==> src/hw/rtl/multi_mode_pid_controller_top_assert.svh <==
// ----------------------------------------------------------------------------
// Assertion macros for the multi-mode PID controller
// Short forms for the concurrent checks at the end of the top level.
// ----------------------------------------------------------------------------
`ifndef MULTI_MODE_PID_CONTROLLER_TOP_ASSERT_SVH
`define MULTI_MODE_PID_CONTROLLER_TOP_ASSERT_SVH

// The consequent must hold in the same cycle as the antecedent.
`define MMPID_ASSERT_NOW(label, clk, rst, ante, cons, msg) \
   label: assert property (@(posedge clk) disable iff (rst) (ante) |-> (cons)) \
      else $error(msg);

// The consequent must hold in the cycle after the antecedent.
`define MMPID_ASSERT_NEXT(label, clk, rst, ante, cons, msg) \
   label: assert property (@(posedge clk) disable iff (rst) (ante) |=> (cons)) \
      else $error(msg);

`endif

==> src/hw/rtl/mmpid_pkg.sv <==
// ----------------------------------------------------------------------------
// Multi-mode PID controller package
// Register indexes, mode codes and the configuration record.
// ----------------------------------------------------------------------------
package mmpid_pkg;

   // Configuration port geometry
   localparam int CSR_IDX_W  = 3;
   localparam int CSR_DATA_W = 20;

   // Field widths fixed by the register map
   localparam int MODE_W  = 2;
   localparam int GAIN_W  = 20;
   localparam int LIMIT_W = 15;
   localparam int OUT_W   = 32;
   localparam int OUT_FRAC = 16;

   // Register indexes
   localparam logic [CSR_IDX_W-1:0] CSR_MODE   = 3'd0;
   localparam logic [CSR_IDX_W-1:0] CSR_GAIN_P = 3'd1;
   localparam logic [CSR_IDX_W-1:0] CSR_GAIN_I = 3'd2;
   localparam logic [CSR_IDX_W-1:0] CSR_GAIN_D = 3'd3;
   localparam logic [CSR_IDX_W-1:0] CSR_LIMIT  = 3'd4;

   // Control laws
   localparam logic [MODE_W-1:0] MODE_POS = 2'd0;
   localparam logic [MODE_W-1:0] MODE_INC = 2'd1;
   localparam logic [MODE_W-1:0] MODE_PD  = 2'd2;

   // Reset values
   localparam logic [MODE_W-1:0]  RST_MODE   = MODE_POS;
   localparam logic [GAIN_W-1:0]  RST_GAIN_P = 20'd197;
   localparam logic [GAIN_W-1:0]  RST_GAIN_I = 20'd328;
   localparam logic [GAIN_W-1:0]  RST_GAIN_D = 20'd0;
   localparam logic [LIMIT_W-1:0] RST_LIMIT  = 15'd1000;

   // Configuration record handed from the register block to the datapath
   typedef struct packed {
      logic [MODE_W-1:0]  mode;
      logic [GAIN_W-1:0]  gain_p;
      logic [GAIN_W-1:0]  gain_i;
      logic [GAIN_W-1:0]  gain_d;
      logic [LIMIT_W-1:0] output_limit;
   } cfg_type;

endpackage

==> src/hw/rtl/multi_mode_pid_controller_top.sv <==
// ----------------------------------------------------------------------------
// Multi-mode PID controller
// Positional PID, incremental PID or clamped PD on setpoint/measured pairs.
// ----------------------------------------------------------------------------
// The block takes one transaction per clock cycle while the result side does
// not stall and returns one drive value for each: the first register holds
// the error terms and updates the controller state, the second holds the
// three gain products, and the third holds the rounded, saturated or clamped
// drive. Back-pressure fills the empty stages first, so up to three
// transactions may be in flight. Configuration must be written by the user
// only while the block is idle; the block itself does not enforce this.
module multi_mode_pid_controller_top
   import mmpid_pkg::*;
#(
   parameter int DATA_WIDTH     = 16,
   parameter int GAIN_FRAC_BITS = 16
)
(
   input  logic                  clock,
   input  logic                  reset,
   // Request stream
   input  logic                  req_tvalid,
   output logic                  req_tready,
   // [DATA_WIDTH-1:0] setpoint, [2*DATA_WIDTH-1:DATA_WIDTH] measured, zero pad
   input  logic [((2*DATA_WIDTH+7)/8)*8-1:0] req_tdata,
   // Response stream
   output logic                  rsp_tvalid,
   input  logic                  rsp_tready,
   // [31:0] drive
   output logic [OUT_W-1:0]      rsp_tdata,
   // [0] saturated
   output logic                  rsp_tuser,
   // Configuration port
   input  logic                  csr_we,
   input  logic [CSR_IDX_W-1:0]  csr_index,
   input  logic [CSR_DATA_W-1:0] csr_wdata
);

   `include "multi_mode_pid_controller_top_assert.svh"

   // Widths derived from the data width
   localparam int EW    = DATA_WIDTH + 1;          // error
   localparam int TW    = EW + 2;                  // difference terms
   localparam int SW    = 32;                      // error sum
   localparam int GW    = GAIN_W + 1;              // gain as signed operand
   localparam int PA_W  = GW + TW;
   localparam int PB_W  = GW + SW;
   localparam int PC_W  = GW + TW;
   localparam int ACC_W = PB_W + 2;
   localparam int SHR   = (GAIN_FRAC_BITS >= OUT_FRAC) ? GAIN_FRAC_BITS - OUT_FRAC : 0;
   localparam int SHL   = (GAIN_FRAC_BITS <  OUT_FRAC) ? OUT_FRAC - GAIN_FRAC_BITS : 0;
   localparam int Q_W   = ACC_W + SHL;

   cfg_type cfg;

   mmpid_csr u_csr (
      .clock     (clock),
      .reset     (reset),
      .csr_we    (csr_we),
      .csr_index (csr_index),
      .csr_wdata (csr_wdata),
      .cfg       (cfg)
   );

   // ---------------------------------------------------------------------
   // Handshake and stage valid bits
   // ---------------------------------------------------------------------
   logic s1_valid_ff, s1_valid_in;
   logic s2_valid_ff, s2_valid_in;
   logic rsp_valid_ff, rsp_valid_in;
   logic out_ready, s2_ready, s1_ready;
   logic req_acc, s1_adv, s2_adv;

   assign out_ready = !rsp_valid_ff || rsp_tready;
   assign s2_ready  = !s2_valid_ff || out_ready;
   assign s1_ready  = !s1_valid_ff || s2_ready;
   assign req_tready = s1_ready;
   assign req_acc   = req_tvalid && s1_ready;
   assign s1_adv    = s1_valid_ff && s2_ready;
   assign s2_adv    = s2_valid_ff && out_ready;

   // Each stage fills from the one before and drains into the one after.
   always_comb begin
      s1_valid_in  = req_acc || (s1_valid_ff && !s2_ready);
      s2_valid_in  = s1_adv  || (s2_valid_ff && !out_ready);
      rsp_valid_in = s2_adv  || (rsp_valid_ff && !rsp_tready);
   end

   always_ff @(posedge clock) begin
      if (reset) begin
         s1_valid_ff  <= 1'b0;
         s2_valid_ff  <= 1'b0;
         rsp_valid_ff <= 1'b0;
      end else begin
         s1_valid_ff  <= s1_valid_in;
         s2_valid_ff  <= s2_valid_in;
         rsp_valid_ff <= rsp_valid_in;
      end
   end

   // ---------------------------------------------------------------------
   // Stage 1: errors, difference terms and controller state
   // ---------------------------------------------------------------------
   logic signed [DATA_WIDTH-1:0] sp, ms;
   logic signed [EW-1:0] err_fwd, err_rev, err;
   logic signed [EW-1:0] prev_error_ff, prev_error_in;
   logic signed [EW-1:0] prev_prev_error_ff, prev_prev_error_in;
   logic signed [SW-1:0] error_sum_ff, error_sum_in;
   logic signed [SW:0]   sum_wide;
   logic signed [SW-1:0] sum_sat;
   logic                 sum_ovf;
   logic signed [TW-1:0] err_t, prev_t, pprev_t;
   logic signed [TW-1:0] term_a, term_c;
   logic signed [SW-1:0] term_b;
   logic                 sat_s1;
   logic signed [TW-1:0] s1_a_ff, s1_c_ff;
   logic signed [SW-1:0] s1_b_ff;
   logic                 s1_sat_ff;

   assign sp = signed'(req_tdata[DATA_WIDTH-1:0]);
   assign ms = signed'(req_tdata[2*DATA_WIDTH-1:DATA_WIDTH]);
   assign err_fwd = {sp[DATA_WIDTH-1], sp} - {ms[DATA_WIDTH-1], ms};
   assign err_rev = {ms[DATA_WIDTH-1], ms} - {sp[DATA_WIDTH-1], sp};
   assign err     = (cfg.mode == MODE_PD) ? err_rev : err_fwd;

   assign err_t   = {{(TW-EW){err[EW-1]}}, err};
   assign prev_t  = {{(TW-EW){prev_error_ff[EW-1]}}, prev_error_ff};
   assign pprev_t = {{(TW-EW){prev_prev_error_ff[EW-1]}}, prev_prev_error_ff};

   // Saturating error sum at the 32-bit bounds.
   assign sum_wide = {error_sum_ff[SW-1], error_sum_ff}
                   + {{(SW+1-EW){err[EW-1]}}, err};
   assign sum_ovf  = sum_wide[SW] != sum_wide[SW-1];
   assign sum_sat  = !sum_ovf ? sum_wide[SW-1:0]
                   : (sum_wide[SW] ? {1'b1, {(SW-1){1'b0}}} : {1'b0, {(SW-1){1'b1}}});

   // Operands of the three gains for the selected law.
   always_comb begin
      term_a = '0;
      term_b = '0;
      term_c = '0;
      sat_s1 = 1'b0;
      case (cfg.mode)
         MODE_POS: begin
            term_a = err_t;
            term_b = sum_sat;
            term_c = prev_t - err_t;
            sat_s1 = sum_ovf;
         end
         MODE_INC: begin
            term_a = err_t - prev_t;
            term_b = {{(SW-EW){err[EW-1]}}, err};
            term_c = err_t - (prev_t <<< 1) + pprev_t;
         end
         MODE_PD: begin
            term_a = prev_t;
            term_c = err_t - prev_t;
         end
         default: begin
            term_a = '0;
         end
      endcase
   end

   // State moves on with each accepted transaction, as its law asks.
   always_comb begin
      prev_error_in      = prev_error_ff;
      prev_prev_error_in = prev_prev_error_ff;
      error_sum_in       = error_sum_ff;
      if (req_acc) begin
         case (cfg.mode)
            MODE_POS: begin
               error_sum_in  = sum_sat;
               prev_error_in = err;
            end
            MODE_INC: begin
               prev_prev_error_in = prev_error_ff;
               prev_error_in      = err;
            end
            MODE_PD: begin
               prev_error_in = err;
            end
            default: begin
               prev_error_in = prev_error_ff;
            end
         endcase
      end
   end

   always_ff @(posedge clock) begin
      if (reset) begin
         prev_error_ff      <= '0;
         prev_prev_error_ff <= '0;
         error_sum_ff       <= '0;
      end else begin
         prev_error_ff      <= prev_error_in;
         prev_prev_error_ff <= prev_prev_error_in;
         error_sum_ff       <= error_sum_in;
      end
   end

   always_ff @(posedge clock) begin
      if (req_acc) begin
         s1_a_ff   <= term_a;
         s1_b_ff   <= term_b;
         s1_c_ff   <= term_c;
         s1_sat_ff <= sat_s1;
      end
   end

   // ---------------------------------------------------------------------
   // Stage 2: gain products
   // ---------------------------------------------------------------------
   logic signed [GW-1:0]   kp, ki, kd;
   logic signed [PA_W-1:0] pa_in, s2_pa_ff;
   logic signed [PB_W-1:0] pb_in, s2_pb_ff;
   logic signed [PC_W-1:0] pc_in, s2_pc_ff;
   logic                   s2_sat_ff;

   assign kp = signed'({1'b0, cfg.gain_p});
   assign ki = signed'({1'b0, cfg.gain_i});
   assign kd = signed'({1'b0, cfg.gain_d});

   assign pa_in = kp * s1_a_ff;
   assign pb_in = ki * s1_b_ff;
   assign pc_in = kd * s1_c_ff;

   always_ff @(posedge clock) begin
      if (s1_adv) begin
         s2_pa_ff  <= pa_in;
         s2_pb_ff  <= pb_in;
         s2_pc_ff  <= pc_in;
         s2_sat_ff <= s1_sat_ff;
      end
   end

   // ---------------------------------------------------------------------
   // Stage 3: sum, scale to Q16.16, saturate or clamp
   // ---------------------------------------------------------------------
   logic signed [ACC_W-1:0] acc;
   logic signed [Q_W-1:0]   q_val, lim_q, lim_neg;
   logic                    q_fits;
   logic [OUT_W-1:0]        drive_in, drive_ff;
   logic                    sat_in, sat_ff;

   assign acc = ACC_W'(s2_pa_ff) + ACC_W'(s2_pb_ff) + ACC_W'(s2_pc_ff);
   // Shift right floors; shift left is exact.
   assign q_val   = (Q_W'(acc) <<< SHL) >>> SHR;
   assign q_fits  = (&q_val[Q_W-1:OUT_W-1]) || !(|q_val[Q_W-1:OUT_W-1]);
   assign lim_q   = signed'(Q_W'({cfg.output_limit, {OUT_FRAC{1'b0}}}));
   assign lim_neg = -lim_q;

   always_comb begin
      drive_in = q_val[OUT_W-1:0];
      sat_in   = s2_sat_ff;
      case (cfg.mode)
         MODE_PD: begin
            if (q_val > lim_q) begin
               drive_in = lim_q[OUT_W-1:0];
               sat_in   = 1'b1;
            end else if (q_val < lim_neg) begin
               drive_in = lim_neg[OUT_W-1:0];
               sat_in   = 1'b1;
            end
         end
         default: begin
            if (!q_fits) begin
               drive_in = q_val[Q_W-1] ? {1'b1, {(OUT_W-1){1'b0}}}
                                       : {1'b0, {(OUT_W-1){1'b1}}};
               sat_in   = 1'b1;
            end
         end
      endcase
   end

   always_ff @(posedge clock) begin
      if (s2_adv) begin
         drive_ff <= drive_in;
         sat_ff   <= sat_in;
      end
   end

   assign rsp_tvalid = rsp_valid_ff;
   assign rsp_tdata  = drive_ff;
   assign rsp_tuser  = sat_ff;

   // ---------------------------------------------------------------------
   // Checks
   // ---------------------------------------------------------------------
   `MMPID_ASSERT_NOW(a_empty_ready, clock, reset,
      !s1_valid_ff && !s2_valid_ff && !rsp_valid_ff, req_tready,
      "empty pipeline refused a transaction")
   `MMPID_ASSERT_NEXT(a_s1_hold, clock, reset,
      s1_valid_ff && !s2_ready, s1_valid_ff,
      "stalled operand stage lost its transaction")
   `MMPID_ASSERT_NEXT(a_pprev_only_inc, clock, reset,
      !(req_acc && cfg.mode == MODE_INC), $stable(prev_prev_error_ff),
      "older error moved outside incremental mode")
   `MMPID_ASSERT_NEXT(a_sum_only_pos, clock, reset,
      !(req_acc && cfg.mode == MODE_POS), $stable(error_sum_ff),
      "error sum moved outside positional mode")

endmodule

==> src/hw/rtl/mmpid_csr.sv <==
// ----------------------------------------------------------------------------
// Multi-mode PID controller register block
// Holds the mode, gain and limit registers written through the plain port.
// ----------------------------------------------------------------------------
module mmpid_csr
   import mmpid_pkg::*;
(
   input  logic                  clock,
   input  logic                  reset,
   input  logic                  csr_we,
   input  logic [CSR_IDX_W-1:0]  csr_index,
   input  logic [CSR_DATA_W-1:0] csr_wdata,
   output cfg_type               cfg
);

   cfg_type cfg_ff;
   cfg_type cfg_in;

   // Decode the write; indexes past the map are dropped.
   always_comb begin
      cfg_in = cfg_ff;
      if (csr_we) begin
         case (csr_index)
            CSR_MODE:   cfg_in.mode         = csr_wdata[MODE_W-1:0];
            CSR_GAIN_P: cfg_in.gain_p       = csr_wdata[GAIN_W-1:0];
            CSR_GAIN_I: cfg_in.gain_i       = csr_wdata[GAIN_W-1:0];
            CSR_GAIN_D: cfg_in.gain_d       = csr_wdata[GAIN_W-1:0];
            CSR_LIMIT:  cfg_in.output_limit = csr_wdata[LIMIT_W-1:0];
            default:    cfg_in = cfg_ff;
         endcase
      end
   end

   always_ff @(posedge clock) begin
      if (reset) begin
         cfg_ff.mode         <= RST_MODE;
         cfg_ff.gain_p       <= RST_GAIN_P;
         cfg_ff.gain_i       <= RST_GAIN_I;
         cfg_ff.gain_d       <= RST_GAIN_D;
         cfg_ff.output_limit <= RST_LIMIT;
      end else begin
         cfg_ff <= cfg_in;
      end
   end

   assign cfg = cfg_ff;

endmodule

==> config.mk <==
export PLATFORM = sky130hd
export DESIGN_NAME = multi_mode_pid_controller_top
export DESIGN_NICKNAME = d
export VERILOG_FILES = /design/src/hw/rtl/mmpid_pkg.sv /design/src/hw/rtl/multi_mode_pid_controller_top.sv /design/src/hw/rtl/mmpid_csr.sv
export VERILOG_INCLUDE_DIRS = /design/src /design/src/hw/rtl
export SDC_FILE = /design/constraint.sdc
export NUM_CORES = 2
export LEC_CHECK = 0
export CORE_UTILIZATION = 55
export DETAILED_ROUTE_END_ITERATION = 10
export DONT_BUFFER_PORTS = 1
export GPL_TIMING_DRIVEN = 0
export PLACE_DENSITY = 0.79
export SLEW_MARGIN = 20
export SYNTH_ARGS = -nofsm -noshare
export SYNTH_HDL_FRONTEND = slang
export SYNTH_SLANG_ARGS = --single-unit
==> constraint.sdc <==
create_clock -name clock -period 20.8 [get_ports clock]
set_input_delay 2.08 -clock clock [delete_from_list [all_inputs] [get_ports clock]]
set_output_delay 2.08 -clock clock [all_outputs]
set_load 0.03 [all_outputs]
* Word-level counts from Yosys, hierarchy flattened
Cells that the tools add are included.
** Storage, ports and cells
- Logic and storage cells :: 91
- Flip-flop bits (word level) :: 384
- Output and inout port bits :: 35
** Cells by class
- Add/subtract/negate cells :: 10
- Equality and inequality tests :: 7
- Reductions and logical operators :: 33
- Multiply operators :: 3
- Order comparisons :: 2
- Muxes and demuxes :: 15
** Operators by type and width (number)
- $mux 32 :: 7
- $pmux 19 s3 :: 2
- $mul 21x19->40 :: 2
- $pmux 32 s2 :: 1
- $add 54x40->55 :: 1
- $gt 55x32->1 :: 1
- $lt 55x55->1 :: 1
- $neg 31->55 :: 1
- $add 40x53->54 :: 1
- $mul 21x32->53 :: 1
- $sub 17x17->18 :: 2
- $sub 16x16->17 :: 2
- $add 32x17->33 :: 1
- $reduce_and 24->1 :: 1
- $reduce_or 24->1 :: 1
- $add 19x17->19 :: 1
- $sub 17x18->19 :: 1
- $mux 17 :: 1
- $reduce_and 2->1 :: 8
- $logic_not 1->1 :: 7
- $logic_or 1x1->1 :: 7
- $eq 3x2->1 const B :: 2
- $logic_and 1x1->1 :: 6
- $mux 1 :: 4
- other kinds (8) :: 8

* Logic depth before layout (Yosys ltp)
- Depth after elaboration :: 7
- Gate-level depth with buffers :: 31
- Gate-level depth less buffers :: 30

* By module
Synthesis repeated with hierarchy kept, for this count alone.
** Unflattened totals
- Cells, all modules :: 8065
- Area total of the unflattened synthesis :: 74612.8 um^2
** By module, submodules not included
- multi_mode_pid_controller_top :: cells each 7779, sequential area each 8498.2 um^2, times used 1, area each 71503.6 um^2
- mmpid_csr :: cells each 286, sequential area each 1541.5 um^2, times used 1, area each 3109.2 um^2

* Worst setup path before layout
Ideal clock, no wire load.
- Path type :: input -> register
- From :: in rsp_tready
- To :: reg s2_pa_ff[0], enable pin
- Path slack :: 8.127 ns
- Data required time :: 19.968 ns
- Stages :: 2
- Data arrival time :: 11.841 ns
- Library setup time :: 0.832 ns
- Path buffers :: 0
- Cells stage by stage :: nor2b_1 a21boi_0
** Between the ends
- Cells in the longest elaborated chain, start to end :: 3
** RTL lines
- start, declared :: RTL line multi_mode_pid_controller_top.sv:28 : input logic rsp_tready,
- $logic_or 1x1->1 :: RTL line multi_mode_pid_controller_top.sv:74 : assign out_ready = !rsp_valid_ff || rsp_tready;
- $logic_or 1x1->1 :: RTL line multi_mode_pid_controller_top.sv:75 : assign s2_ready = !s2_valid_ff || out_ready;
- $logic_and 1x1->1 :: RTL line multi_mode_pid_controller_top.sv:79 : assign s1_adv = s1_valid_ff && s2_ready;
- net s1_adv :: RTL line multi_mode_pid_controller_top.sv:72 : logic req_acc, s1_adv, s2_adv;
- end signal, assigned :: RTL line multi_mode_pid_controller_top.sv:230 : s2_pa_ff <= pa_in;
- end, declared :: RTL line multi_mode_pid_controller_top.sv:215 : logic signed [PA_W-1:0] pa_in, s2_pa_ff;
The timed path passes the listed nets, and every way through them passes these cells.
A chain may end at the register's enable or synchronous reset.

* Worst setup path in the final report
- From :: in req_tdata[16]
- To :: reg s1_b_ff[12], data pin
** Between the ends
- Cells in the longest elaborated chain, start to end :: 6
- Elaborated cells on any way between the ends :: 8
- Classes of those cells :: add/sub: 3; eq/ne: 1; mux: 4
** RTL lines
- start, declared :: RTL line multi_mode_pid_controller_top.sv:25 : input logic [((2*DATA_WIDTH+7)/8)*8-1:0] req_tdata,
- $sub 16x16->17, on equally long branches :: RTL line multi_mode_pid_controller_top.sv:122, multi_mode_pid_controller_top.sv:123
- $mux 17 (*) :: RTL line multi_mode_pid_controller_top.sv:124 : assign err = (cfg.mode == MODE_PD) ? err_rev : err_fwd;
- net err[14] :: RTL line multi_mode_pid_controller_top.sv:105 : logic signed [EW-1:0] err_fwd, err_rev, err;
- $add 32x17->33 (*) :: RTL line multi_mode_pid_controller_top.sv:132 : + {{(SW+1-EW){err[EW-1]}}, err};
- $mux 32 or $ne 1x1->1 (tied branches) :: RTL line multi_mode_pid_controller_top.sv:135, multi_mode_pid_controller_top.sv:133
- $mux 32 (*) :: RTL line multi_mode_pid_controller_top.sv:134 : assign sum_sat = !sum_ovf ? sum_wide[SW-1:0]
- $pmux 32 s2 (*) :: RTL line multi_mode_pid_controller_top.sv:143 : case (cfg.mode)
- net term_b[12] :: RTL line multi_mode_pid_controller_top.sv:114 : logic signed [SW-1:0] term_b;
- end signal, assigned :: RTL line multi_mode_pid_controller_top.sv:205 : s1_b_ff <= term_b;
- end, declared :: RTL line multi_mode_pid_controller_top.sv:117 : logic signed [SW-1:0] s1_b_ff;
The timed path passes the listed nets; every way through them passes the cells marked *.

==> results.toml <==
[sta]
timing.final.crit_period_ns = 9.773
final-setup-viol-count = 0
timing.clock.skew_ns = 0.03570
final_max_slew_viol_count = 0
post-route-period-util = 0.4699
hold_viol_final = 0
fmax_ghz = 0.1023
worst_slew_pin_slew_ns = 1.198
setup_total_negative_slack_ns = 0
setup_repair_after_global_routing_missed_its_margin = "false"
timing.slew.headroom = 0.1955

[cells_and_area]
layout.nets = 10210
layout.cells.most_common = "sky130_fd_sc_hd__inv_1"
area_delta_synth_final_pct = 5.673
final_cell_mix = "1,516 x sky130_fd_sc_hd__inv_1, 1,321 x sky130_fd_sc_hd__fa_1, 984 x sky130_fd_sc_hd__nand2_1"
drive_above_1_share = 0.01920
final-seq-area_um2 = 10040
multi_input_logic_area_um2 = 56400
fillCellCount = 11370

[routing]
routed_wire_length_per_instance_um = 23.92
detail_route.vias_per_cell = 5.842
drc_errors = 0
num_vias = 58120
drt_first_pass_iters = 8
drt_first_iter_violations = 5672
postRouteAntennaNets = 0
postRouteWirelength_mm = 238.0

[setup_path]
critical-path-max-stage-delay_ns = 0.67
worstReg2RegEnd = "s2_pb_ff[52]"
timing.critical_path.mode_cell = "sky130_fd_sc_hd__inv_1"
critical_path.endpoint_type = "register"
cp_max_fo = 10
required_time_at_the_worst_slack_endpoint_ns = 21.12
cp_data_arrival_time_ns = 10.09
path_delay_family = "compound AO/OA/AOI/OAI gates"
timing.reg2reg.worst_path_depth = 29
critPathSlowestCell = "sky130_fd_sc_hd__xor2_1"
critical_path.n_buffers_inverters = 6
reg2reg_launch_point = "u_csr.cfg[40]"
start_to_end_type_of_the_worst_setup_path = "input port to register"
start_kind = "input port"
reg2reg_slack_ns = 11.35

[global_routing]
grt_max_degree = 39
number_of_antenna_violations_at_the_first_check_in_global_routing = 17
grt.total_usage = 0.3558
grt_pass1_wl_mm = 361.2
gr-total-overflow = 0
first_global_vias = 60250

[yosys]
synthArstFlopShare = 0
synth_seq_cells = 383
synth-seq-area-share = 0.1363
synthesis.yosys.warnings = 0
synth.lib_cells_used.distinct = 97
synth_edf_count = 237
mappedNetlistArea_um2 = 73640
syn_inst = 8082
synth_area_per_cell_um2 = 9.112
syn_nets = 10150
synth_top_flop_cell = "sky130_fd_sc_hd__edfxtp_1"

[clock_tree]
clock_tree.root_cell = "sky130_fd_sc_hd__clkbuf_16"
cts_hold_bufs = 0
clock_insertion_delay_worst_skew_ns = 0.64
cts_tree = "built"
clkSlewWorstSetupHoldPaths_ns = 0.06
postCtsResizedCells = 0
htreeDepth = 2
postCtsSetupBuffers = 0
cts_made_buffers = 46
cts_buffer_depth = 3
cts.sink_count = 383

[placement]
place_hpwl_mm = 194.7
place.port_buffers = 0
place.gp.congestion = 1.022

[run]
maxCapViolCount = 0

[min_path]
worst_hold_path.num_cells = 2
startpoint_of_the_worst_hold_path = "error_sum_ff[11]"
hold_path_class = "register to register"
hold-path-endpoint = "error_sum_ff[11]"

[floorplan]
fp.dieH_um = 367.9
start_util = 0.5573
core_um2 = 132100
boundaryPins = 95
fp.dieArea_um2 = 135400
placementRows = 133
die_w_um = 367.9

[outcome]
outcome = "finished clean"
-- cells in the mapped netlist (27+ instances only) --
cell type | count | share of area
sky130_fd_sc_hd__nand2_1 | 984 | 0.050
sky130_fd_sc_hd__nand4_1 | 34 | 0.0029
sky130_fd_sc_hd__inv_1 | 1517 | 0.077
sky130_fd_sc_hd__nor2_1 | 252 | 0.013
sky130_fd_sc_hd__nand2b_1 | 45 | 0.0038
sky130_fd_sc_hd__xor2_1 | 74 | 0.0088
sky130_fd_sc_hd__mux2i_1 | 28 | 0.0038
sky130_fd_sc_hd__nor3_1 | 67 | 0.0046
sky130_fd_sc_hd__o22ai_1 | 37 | 0.0031
sky130_fd_sc_hd__and2_1 | 813 | 0.069
sky130_fd_sc_hd__o21ai_0 | 197 | 0.013
sky130_fd_sc_hd__o21bai_1 | 31 | 0.0032
sky130_fd_sc_hd__o21a_1 | 51 | 0.0052
sky130_fd_sc_hd__dfxtp_1 | 146 | 0.040
sky130_fd_sc_hd__fa_1 | 1321 | 0.36
sky130_fd_sc_hd__xnor2_1 | 169 | 0.020
sky130_fd_sc_hd__nand3_1 | 56 | 0.0038
sky130_fd_sc_hd__edfxtp_1 | 237 | 0.097
sky130_fd_sc_hd__a21oi_1 | 360 | 0.024
sky130_fd_sc_hd__a31oi_1 | 27 | 0.0023
sky130_fd_sc_hd__a211oi_1 | 47 | 0.0048
sky130_fd_sc_hd__ha_1 | 688 | 0.12
sky130_fd_sc_hd__clkbuf_1 | 376 | 0.019
sky130_fd_sc_hd__nor2b_1 | 57 | 0.0048
sky130_fd_sc_hd__a21o_1 | 125 | 0.013
sky130_fd_sc_hd__and3_1 | 37 | 0.0031
-- final cells by class --
class	instances	area share
buffer	402	0.01999
sequential	383	0.1290
clock inverter	29	0.004824
inverter	1517	0.07321
antenna	16	0.0005145
clock buffer	57	0.01640
timing repair buffer	10	0.003135
multi-input combinational	5780	0.7247
tap	1755	0.02822
-- metrics by stage --
stage / instance area (um^2) / worst slack (ns) / util / cells / hold WS, ns
CTS: 77770 / 11.12 / 0.5886 / 9933 / 0.4723
global placement: 75840 / 3.841 / 0.5740 / 9837 / 0.4448
detailed placement: 76120 / 10.51 / 0.5761 / 9847 / 0.4580
finish: 77820 / 11.03 / 0.5890 / 9949 / 0.4718
floorplan: 73640 / 8.127 / - / 8082 / 0.4003
global route: 77780 / 10.51 / 0.5887 / 9934 / 0.4923
-- how the worst max path moves through the flow --
stage	from	end	slack, ns	cells past startpoint
2_1_floorplan	rsp_tready	s2_pa_ff[0]	8.13	2
3_3_place_gp	rsp_tready	s2_pb_ff[11]	3.84	2
3_5_place_dp	req_tdata[16]	s1_b_ff[12]	10.51	31
4_1_cts	req_tdata[16]	s1_b_ff[12]	11.12	31
5_1_grt	req_tdata[0]	s1_b_ff[12]	10.51	31
6_report	req_tdata[16]	s1_b_ff[12]	11.03	31
-- per-layer routing --
| layer | share of wire | wire length (um) | up-vias | GRT usage |
|---|---|---|---|---|
| li1 | - | - | 25350 | - |
| met4 | 0.056 | 13270 | 8 | 0.1661 |
| met2 | 0.44 | 105400 | 3123 | 0.5546 |
| met3 | 0.12 | 28380 | 651 | 0.09751 |
| met1 | 0.38 | 90870 | 28990 | 0.4603 |
| met5 | 0.00023 | 55 | - | 0 |
-- logic make-up (layout without fill, tap and decap cells) --
group | count (synthesis) | in the layout | share of synthesized area
and+or+nand+nor | 2434 | 2434 | 0.1644
adders and majority gates | 2011 | 2011 | 0.4763
buffers and inverters | 1919 | 2015 | 0.09838
AOI/OAI and AO/OA | 1061 | 1061 | 0.09143
DFF | 383 | 383 | 0.1363
xor gates and xnor gates | 243 | 243 | 0.02890
muxes | 31 | 31 | 0.004265
other | 0 | 16 | 0
-- worst register-to-register path, delay by kind of cell, from the launching register on --
family | cells | cell delay [ns]
fa+ha+maj | 8 | 3.76
compound gates | 9 | 3.03
buf+inv | 7 | 1.03
simple gates | 4 | 0.65
flops | 1 | 0.59
xor+xnor | 1 | 0.12
-- flip-flops by register name (all words and copies together), names as in the netlist, 18 cells and up --
signal        count
s1_a_ff          18
s2_pb_ff         53
u_csr.cfg        77
error_sum_ff     32
s2_pc_ff         40
s1_b_ff          32
rsp_tdata        32
s1_c_ff          19
s2_pa_ff         40
Power is not shown: default switching activity piles up to over one toggle a cycle in this logic, so the estimate is an artifact.
